$ cat src/prml_pkg.sv
`timescale 1ns / 1ps
// ----------------------------------------------------------------------------
// prml_pkg
// Shared types, widths and commands of the policy rule lookup unit.
// ----------------------------------------------------------------------------
package prml_pkg;

    localparam int MAX_RULES = 64;
    localparam int IDX_W     = (MAX_RULES > 1) ? $clog2(MAX_RULES) : 1;
    localparam int CNT_W     = $clog2(MAX_RULES + 1);
    localparam int ORD_W     = 32 + IDX_W;
    localparam int IN_W      = 336;
    localparam int OUT_W     = 40;

    localparam logic [1:0] CMD_CLEAR  = 2'd0;
    localparam logic [1:0] CMD_APPEND = 2'd1;
    localparam logic [1:0] CMD_LOOKUP = 2'd2;

    localparam logic FAM_IPV4 = 1'b0;

    typedef struct packed {
        logic        family;
        logic [63:0] dst_hi;
        logic [63:0] dst_lo;
        logic [63:0] src_hi;
        logic [63:0] src_lo;
        logic [7:0]  tos;
        logic [31:0] priority_req;
        logic [31:0] route_table;
        logic        names_interface;
    } rule_t;

    typedef struct packed {
        logic             hit;
        logic [ORD_W-1:0] ord;
    } match_t;

    // IPv4 keeps only the low 32 bits of the low word
    function automatic rule_t mask_rule(input rule_t r);
        rule_t m;
        m = r;
        if (r.family == FAM_IPV4)
        begin
            m.dst_hi = '0;
            m.src_hi = '0;
            m.dst_lo = {32'd0, r.dst_lo[31:0]};
            m.src_lo = {32'd0, r.src_lo[31:0]};
        end
        return m;
    endfunction

endpackage

$ cat src/prml_match.sv
`timescale 1ns / 1ps
// ----------------------------------------------------------------------------
// prml_match
// Compares one stored rule against the lookup key and forms its sort key.
// ----------------------------------------------------------------------------
module prml_match
    import prml_pkg::*;
(
    input  rule_t            rule,
    input  logic [IDX_W-1:0] idx,
    input  rule_t            key,
    input  logic             thr_valid,
    input  logic [ORD_W-1:0] thr,
    output match_t           result
);

    logic dst_ok;
    logic src_ok;
    logic tos_ok;
    logic [ORD_W-1:0] ord;

    always_comb
    begin
        dst_ok = ((rule.dst_hi == '0) && (rule.dst_lo == '0)) ||
                 ((rule.dst_hi == key.dst_hi) && (rule.dst_lo == key.dst_lo));
        src_ok = ((rule.src_hi == '0) && (rule.src_lo == '0)) ||
                 ((rule.src_hi == key.src_hi) && (rule.src_lo == key.src_lo));
        tos_ok = (rule.tos == 8'd0) || (rule.tos == key.tos);
        ord    = {rule.priority_req, idx};
        // skip rules already emitted in an earlier pass
        result.hit = (rule.family == key.family) && !rule.names_interface &&
                     dst_ok && src_ok && tos_ok && (!thr_valid || (ord > thr));
        result.ord = ord;
    end

endmodule

$ cat config.mk
export PLATFORM = sky130hd
export DESIGN_NAME = prml_match
export DESIGN_NICKNAME = d
export VERILOG_FILES = /design/src/prml_pkg.sv /design/src/prml_match.sv
export SDC_FILE = /design/constraint.sdc
export NUM_CORES = 1
export LEC_CHECK = 0
export BUFFER_PORTS_ARGS = -buffer_cell sky130_fd_sc_hd__buf_2
export CAP_MARGIN = 0
export CORE_AREA = 2 2 291 293
export DETAILED_ROUTE_END_ITERATION = 7
export DIE_AREA = 0 0 293 295
export SLEW_MARGIN = 10
export SYNTH_ARGS = -nofsm -noshare
export SYNTH_HDL_FRONTEND = slang
export SYNTH_SLANG_ARGS = --single-unit
$ cat constraint.sdc
create_clock -name vclk -period 1.9
set_input_delay 0.095 -clock vclk [all_inputs]
set_output_delay 0.095 -clock vclk [all_outputs]
set_load 0.005 [all_outputs]
-- Word level (Yosys, flattened, before mapping)
Cells that the tools add are included.
- shift-type cells: 0
- magnitude comparators: 1
- $mul: 0
- reductions and logical operators: 20
- equality and inequality tests: 6
- bitwise gates (word level): 0
- div/mod/pow operators: 0
- $add $sub $neg: 0
- mux-type cells: 0
- operators by type and width (operator ; number):
    == test 64 bit ; 4
    zero test 64 bit ; 4
    greater-than comparator 38 bit ; 1
    logical AND 1 bit ; 9
    == test 8 bit ; 1
    zero test 8 bit ; 1
    logical OR 1 bit ; 4
    zero test 1 bit ; 2
    == test 1 bit ; 1
- bits in latches: 0
- bits in read-only memories: 0
- memory bits (writable): 0
- input port bits: 705
- register bits after elaboration: 0
- output and inout bits: 39
- memories kept: 0

-- Depth between registers and ports, before layout
Gate-level depths: netlist (run 1).
- word-level depth: 7
- depth in mapped cells: 8

-- Worst setup path after synthesis (run 1)
OpenSTA, ideal clock, no wires.
- kind: input to output
- start: in thr[3]
- end: out result[38] (netlist name)
- cell stages on the path: 8
- slack: 376 ps
- data arrival time: 1429 ps
- buffers on the path: 0
- required time: 1805 ps
- cell sequence: inv_1 -> ha_1 -> a21o_1 -> a21o_1 -> a221oi_1 -> o221ai_1 -> a211oi_1 -> nor4_2
- RTL lines (item ; RTL line ; text):
    start: declaration ; prml_match.sv:13 ; input logic [ORD_W-1:0] thr,
    end: declaration ; prml_match.sv:14 ; output match_t result

==> flow_summary.ini, run 1 <==
[drt]
drc = 0
wl_met1_um = 22600
ant_nets = 0
vias_per_cell = 3.27
via_count = 8250
drtIter0Drc = 209
wl_met3_um = 4360
highest_layer = met5
finalWirelength_um = 60500
wl_per_cell_um = 24.0
dr.pass1.iters = 4
wl_met2_um = 29500

[synth]
synthCells = 616
synth_area_um2 = 4720
ys_types = 29
syn_nets = 1359
avgSynthCellArea_um2 = 7.67
ys_seq_area_frac = 0
yosysWarnings = 0

[hold_path]
hold_depth = 2
whs_endpoint = result[3]
hp-class = input port to primary output
hold_path_startpoint = idx[3]

[sta]
rsz0062_at_grt = true
setup_ws_ns = -0.684
fmax_ghz = 0.387
finalSetupViolations = 1
hold_viol_final = 0
tightestPinTransition_ns = 0.780
max_slew_margin = 0.478
fin_setup_tns_ns = -0.684
min_period_ns = 2.58
whs_ns = 0.379
fin_crit_sh = 1.36
drv_slew = 0

[floorplan]
die_w_um = 293
ios = 744
die_h_um = 295
die-area_um2 = 86400
core_area_um2 = 83200
rows = 106
floorplan.initialDensity = 0.0568

[final_layout]
drive_gt1_frac = 0.608
syn2layout_area_growth_pct = 129
seq_cell_count = 0
fillers = 9693
nets = 2175
num-clock-buffers = 0
design_area_um2 = 10800
seqCellArea_um2 = 0

[global_route]
gr-total-overflow = 0
grt_pass1_vias = 8906
grt_usage = 0.132
grt_pass1_wl_um = 75500
grt_max_degree = 4
antenna_found_initial = 49

[place]
numPortBuffers = 647
dp_hpwl_um = 58000
dpl_cell_area_um2 = 10600
gp_congestion = 0.919
place_ws_ns = -1.76

[power_and_ir_drop]
power.leakage_nw = 5.44
powerDensity_nw_per_um2 = 209
finalPower_mw = 2.25
vdd_drop_max_v = 0.0000822

[job]
drv_cap = 0

[setup_path]
crit_required_ns = 1.80
worstPathMaxFanout = 2
critical_path_class = input port to primary output
crit_family = simple AND/OR/NAND/NOR gates
crit_path_cell_trace = buf_2 -> xor2_1 -> nor4_1 -> nand4_1 -> nor4_2 -> a22oi_2 -> nor4_4 -> buf_4 -> buf_6
cpPeakStageDelay_ns = 0.67
end_kind = primary output
cp-start-kind = input port
critPathSlowestCell = nor4_1
cp_num_buf_inv = 3
arrival_ns = 2.49

[outcome]
status = finished with violations
violations = setup timing

[clock_tree]
post_cts_buffers = 0
report_power, final:
group,switching (mW),leakage [nW],internal [mW]
clock,0,0.0000951,0.00000106
combinational,1.14,5.44,1.11
sequential,0,0,0
metrics by stage:
stage	utilization	cells
after global routing	0.130	2521
final	0.130	2525
after floorplan	-	616
after detailed placement	0.128	2510
after global placement	0.128	2510
after CTS	0.129	2510
layer usage:
| metal | GRT usage | up-vias |
|---|---|---|
| li1 | - | 3889 |
| met1 | 0.141 | 3657 |
| met2 | 0.245 | 540 |
| met3 | 0.0313 | 138 |
| met4 | 0.0622 | 26 |
| met5 | 0 | - |
final cells by class:
type | instances | area (µm²) | share of cell area
tap | 1080 | 1350 | 0.125
antenna | 15 | 37.5 | 0.00347
multi-input combinational | 535 | 4400 | 0.407
timing repair buffer | 852 | 4860 | 0.450
inverter | 43 | 161 | 0.0149
cell usage in the layout, fill, tap and decap left out, types with 3 or more instances in the layout:
| master | Yosys | routed |
|---|---|---|
| a21o_1 | 12 | 12 |
| a21oi_1 | 10 | 10 |
| a221oi_1 | 3 | 3 |
| buf_12 | 0 | 4 |
| buf_2 | 0 | 642 |
| buf_4 | 38 | 202 |
| buf_6 | 0 | 3 |
| diode_2 | 0 | 15 |
| ha_1 | 38 | 38 |
| inv_1 | 43 | 43 |
| nand2_1 | 6 | 6 |
| nand4_1 | 46 | 46 |
| nor2_1 | 4 | 4 |
| nor3_1 | 3 | 3 |
| nor4_1 | 127 | 118 |
| nor4_2 | 2 | 8 |
| nor4_4 | 1 | 4 |
| o21ai_0 | 3 | 3 |
| o221ai_1 | 3 | 3 |
| or4_1 | 3 | 3 |
| xnor2_1 | 31 | 31 |
| xor2_1 | 232 | 230 |
synthesized netlist by cell type, types with 4 or more instances:
library cell  number  area [µm²]
ha_1              38         475
nand4_1           46         288
inv_1             43         161
xnor2_1           31         272
xor2_1           232        2030
buf_4             38         285
nor4_1           127         795
a21o_1            12        90.1
nor2_1             4        15.0
a21oi_1           10        50.1
nand2_1            6        22.5
kinds of logic after synthesis:
group                      count (synthesis)  synth area share
adders and majority gates                 38             0.101
buffers and inverters                     81            0.0945
xor gates and xnor gates                 263             0.488
and+or+nand+nor                          196             0.262
AOI/OAI and AO/OA                         38            0.0556
timing repair:
| item | in CTS | in global routing |
|---|---|---|
| endpoints found under the setup margin | 1 | 1 |
| gates resized for setup | 23 | 1 |
| pin swaps | 10 | 0 |
| hold buffers | 0 | 0 |
how the worst max path moves through the flow:
stage,startpoint,to,slack [ns],cells past startpoint
final,rule[150],result[38],-0.68,9
after global routing,key[144],result[38],-0.79,10
after CTS,key[144],result[38],-0.78,10
after detailed placement,rule[98],result[38],-1.76,10
after global placement,rule[98],result[38],-1.83,10
after floorplan,thr[3],result[38],0.38,8
Note: power is estimated with default switching activity, not from simulation.
==> run 2, diff against run 1 <==
--- a/config.mk
+++ b/config.mk
@@ -5,11 +5,12 @@
 export SDC_FILE = /design/constraint.sdc
 export NUM_CORES = 1
 export LEC_CHECK = 0
+export ABC_AREA = 1
 export BUFFER_PORTS_ARGS = -buffer_cell sky130_fd_sc_hd__buf_2
 export CAP_MARGIN = 0
-export CORE_AREA = 2 2 291 293
+export CORE_AREA = 2 2 292 294
 export DETAILED_ROUTE_END_ITERATION = 7
-export DIE_AREA = 0 0 293 295
+export DIE_AREA = 0 0 294 296
 export SLEW_MARGIN = 10
 export SYNTH_ARGS = -nofsm -noshare
 export SYNTH_HDL_FRONTEND = slang
==> flow_summary.ini, run 2 <==
[final_layout]
fin_util = 0.133
seq_cell_count = 0
final_common_cell = buf_2
drive_gt1_frac = 0.476
fillers = 9856
nets = 2461
syn2layout_area_growth_pct = 95.2
fin_cells = 2826
seqCellArea_um2 = 0
num-clock-buffers = 0
final_cell_mix = buf_2 (640), nand2_1 (339), xnor2_1 (208)

[hold_path]
hold_depth = 2
hp-class = input port to primary output
whs_endpoint = result[21]
hold_path_startpoint = rule[48]

[power_and_ir_drop]
finalPower_mw = 2.27
vdd_drop_max_v = 0.0000936
power.leakage_nw = 5.47
powerDensity_nw_per_um2 = 203

[synth]
synthCells = 1031
synth_area_um2 = 5720
yosysMostFrequentCell = nand2_1
synth_top_cell_area_share = 0.336
synth_area_leaders = xnor2_1 (34%), nand2_1 (24%), nor2_1 (8.6%)
yosysWarnings = 0
netlist_top_cells_count = nand2_1 (361), xnor2_1 (219), nor2_1 (131), inv_1 (124), nor4_1 (53)
synth_top_cell_by_area = xnor2_1
avgSynthCellArea_um2 = 5.54
ys_seq_area_frac = 0
ys_types = 24
syn_nets = 1774

[global_route]
grt_max_degree = 4
grt_usage = 0.0886
antenna_found_initial = 29
gr-total-overflow = 0
grt_pass1_vias = 8706
grt_pass1_wl_um = 54800

[drt]
wl_per_cell_um = 15.0
vias_per_cell = 3.22
drc = 0
drtIter0Drc = 366
ant_nets = 0
via_count = 9087
finalWirelength_um = 42500
dr.pass1.iters = 5

[job]
drv_cap = 0

[sta]
fin_crit_sh = 0.967
drv_slew = 0
hold_viol_final = 0
max_slew_margin = 0.479
min_period_ns = 1.84
fmax_ghz = 0.544
finalSetupViolations = 0
whs_ns = 0.378
tightestPinTransition_ns = 0.781
setup_ws_ns = 0.0621

[floorplan]
die_h_um = 296
ios = 744
core_area_um2 = 84200
floorplan.initialDensity = 0.0679
rows = 107
die_w_um = 294
die-area_um2 = 87000

[setup_path]
crit_required_ns = 1.80
end_kind = primary output
critical_path_class = input port to primary output
worstPathMaxFanout = 2
cp-start-kind = input port
arrival_ns = 1.74

[place]
gp_congestion = 0.950
place_ws_ns = -0.433
dp_hpwl_um = 40100
place_inst = 2808
numPortBuffers = 647

[clock_tree]
cts_hold_buf = 0

[outcome]
status = complete, no violations
## run 2: cell types whose count changed in the layout (fill, tap and decap cells not counted), sizes merged, moves of 12 or more
| cell | previous run | this run |
|---|---|---|
| a21o | 12 | 0 |
| inv | 43 | 127 |
| nand4 | 47 | 7 |
| nor4 | 130 | 53 |
| xor2 | 232 | 4 |
| nor2 | 4 | 135 |
| nand2 | 6 | 361 |
| buf | 852 | 720 |
| xnor2 | 31 | 219 |
## run 2: cells by family (layout without fill, tap and decap cells)
family / after synthesis / in the layout / share of synthesized area
AND/OR/NAND/NOR: 575 / 575 / 0.414
XOR/XNOR: 223 / 223 / 0.342
buffers and inverters: 165 / 850 / 0.133
adder cells (fa/ha/maj): 38 / 38 / 0.0832
AO/OA/AOI/OAI: 30 / 30 / 0.0276
other: 0 / 20 / 0
## run 2: how the worst max path moves through the flow
stage | startpoint | end | slack (ns) | cells past startpoint
2_1_floorplan | thr[21] | result[38] | 0.50 | 10
3_3_place_gp | rule[318] | result[38] | -0.43 | 15
3_5_place_dp | rule[317] | result[38] | -0.43 | 15
4_1_cts | rule[277] | result[38] | 0.006 | 13
5_1_grt | rule[186] | result[38] | -0.04 | 15
6_report | thr[31] | result[38] | 0.06 | 10
## run 2: cell type report
class | instances | area [µm²] | area share
antenna | 20 | 50.0 | 0.00448
timing repair buffer | 723 | 3840 | 0.345
inverter | 127 | 477 | 0.0427
multi-input combinational | 866 | 5420 | 0.486
tap | 1090 | 1360 | 0.122
## run 2: routing by layer
layer,vias to the layer above,routed length [µm],track usage,part of all wire
li1,4548,-,-,-
met1,3902,17900,0.110,0.42
met2,547,18400,0.141,0.43
met3,80,3860,0.0211,0.091
met4,10,2300,0.0464,0.054
met5,-,61,0.00665,0.0014
## run 2: where the power goes
part	switching [mW]	internal [mW]	total, mW	leakage, nW
Clock	0	0.00000142	0.00000142	0.000127
Sequential	0	0	0	0
Combinational	1.13	1.14	2.27	5.47
## run 2: repair_timing
item	CTS	global route
buffers inserted	0	1
endpoints found under the setup margin	1	1
endpoints found under the hold margin	0	0
resized for setup	26	90
pin swaps	9	45
## run 2: worst max-delay path, cell delays in order
cell     delay [ns]
buf_2          0.08
inv_1          0.06
ha_1           0.30
nand2_1        0.14
nor2_1         0.12
nand3_1        0.18
or3_1          0.41
a21oi_2        0.18
nor2_4         0.05
buf_2          0.13
## run 2: metrics by stage
stage	TNS [ns]	area, µm²
2_1_floorplan	0	5720
4_1_cts	0	10700
5_1_grt	-0.0435	11200
6_report	0	11200
3_5_place_dp	-0.433	10600
3_3_place_gp	-0.435	10600
==> run 3, diff against run 2 <==
==> constraint.sdc (replaced) <==
create_clock -name vclk -period 1.8
set_input_delay 0.09 -clock vclk [all_inputs]
set_output_delay 0.09 -clock vclk [all_outputs]
set_load 0.005 [all_outputs]
==> flow_summary.ini, run 3 (synthesis gave the netlist of run 2 again) <==
[outcome]
status = complete, no violations

[drt]
dr.pass1.iters = 5
finalWirelength_um = 43000
via_count = 9093
drtIter0Drc = 332
ant_nets = 0
vias_per_cell = 3.20
drc = 0
wl_per_cell_um = 15.1

[setup_path]
cp_num_buf_inv = 3
cpPeakStageDelay_ns = 0.38
crit_required_ns = 1.71
startpoint = thr[19]
critPathSlowestCell = or3_4
arrival_ns = 1.69
worstPathMaxFanout = 2
crit_path_cell_trace = buf_2 -> inv_1 -> ha_4 -> nand2_1 -> nor2_4 -> nand4_4 -> nor2_1 -> nand2_1 -> or3_4 -> a21oi_4 -> nor2_4 -> buf_2
critical_path_class = input port to primary output
crit_family = simple AND/OR/NAND/NOR gates
end_kind = primary output
cp-start-kind = input port

[place]
numPortBuffers = 647
gp_congestion = 0.941
dp_hpwl_um = 40200
dpl_cell_area_um2 = 10800

[floorplan]
floorplan.initialDensity = 0.0679
die_w_um = 294
rows = 107
die_h_um = 296
ios = 744
die-area_um2 = 87000
core_area_um2 = 84200

[final_layout]
num-clock-buffers = 0
syn2layout_area_growth_pct = 102
nets = 2478
fin_util = 0.137
seqCellArea_um2 = 0
fillers = 9778
final_common_cell = buf_2
drive_gt1_frac = 0.499
design_area_um2 = 11500
final_cell_mix = buf_2 (632), nand2_1 (333), xnor2_1 (204)
seq_cell_count = 0

[global_route]
antenna_found_initial = 28
grt_max_degree = 4
grt_pass1_vias = 8966
grt_pass1_wl_um = 55500
gr-total-overflow = 0
grt_usage = 0.0898

[sta]
max_slew_margin = 0.505
fin_setup_tns_ns = 0
fin_crit_sh = 0.988
tightestPinTransition_ns = 0.742
min_period_ns = 1.78
rsz0062_at_grt = true
hold_viol_final = 0
whs_ns = 0.360
finalSetupViolations = 0
drv_slew = 0
fmax_ghz = 0.563

[power_and_ir_drop]
vdd_drop_max_v = 0.000100
powerDensity_nw_per_um2 = 216
power.leakage_nw = 5.60

[hold_path]
hold_path_startpoint = rule[55]
hold_depth = 2
whs_endpoint = result[28]
hp-class = input port to primary output

[job]
drv_cap = 0
run 3: how the worst max path moves through the flow:
stage / endpoint / slack, ns / depth (start not counted)
2_1_floorplan: result[38] / 0.41 / 10
3_3_place_gp: result[38] / -0.56 / 14
3_5_place_dp: result[38] / -0.54 / 14
4_1_cts: result[38] / -0.02 / 13
5_1_grt: result[38] / -0.09 / 11
6_report: result[38] / 0.02 / 12
run 3: routing by layer:
metal,global-route usage,part of all wire,wire [µm]
met1,0.107,0.41,17600
met3,0.0282,0.095,4100
met4,0.0501,0.058,2510
met2,0.143,0.43,18600
met5,0,0.0024,103
run 3: through the flow:
step	worst slack (ns)	total power [mW]	std cells
after CTS	-0.0162	2.39	2821
after floorplan	0.414	0.942	1031
final	0.0223	2.49	2840
after detailed placement	-0.541	2.32	2824
after global routing	-0.0896	2.73	2839
after global placement	-0.561	2.30	2824
run 3: timing repair:
action | CTS | global route
hold buffers | 0 | 0
hold endpoints to repair | 0 | 0
setup buffers | 0 | 2
setup endpoints to repair | 1 | 1
resized for setup | 71 | 91
pin swaps | 38 | 39
run 3: cell type report:
type / instances / area [µm²] / area share
tap: 1090 / 1360 / 0.118
multi-input combinational: 866 / 5630 / 0.487
timing repair buffer: 740 / 4030 / 0.349
inverter: 127 / 477 / 0.0413
antenna: 17 / 42.5 / 0.00368
run 3: where the power goes:
part | internal, mW | total, mW | leakage [nW] | switching, mW
sequential | 0 | 0 | 0 | 0
clock | 0.00000131 | 0.00000131 | 0.000109 | 0
combinational | 1.26 | 2.49 | 5.60 | 1.23
total | 1.26 | 2.49 | 5.60 | 1.23
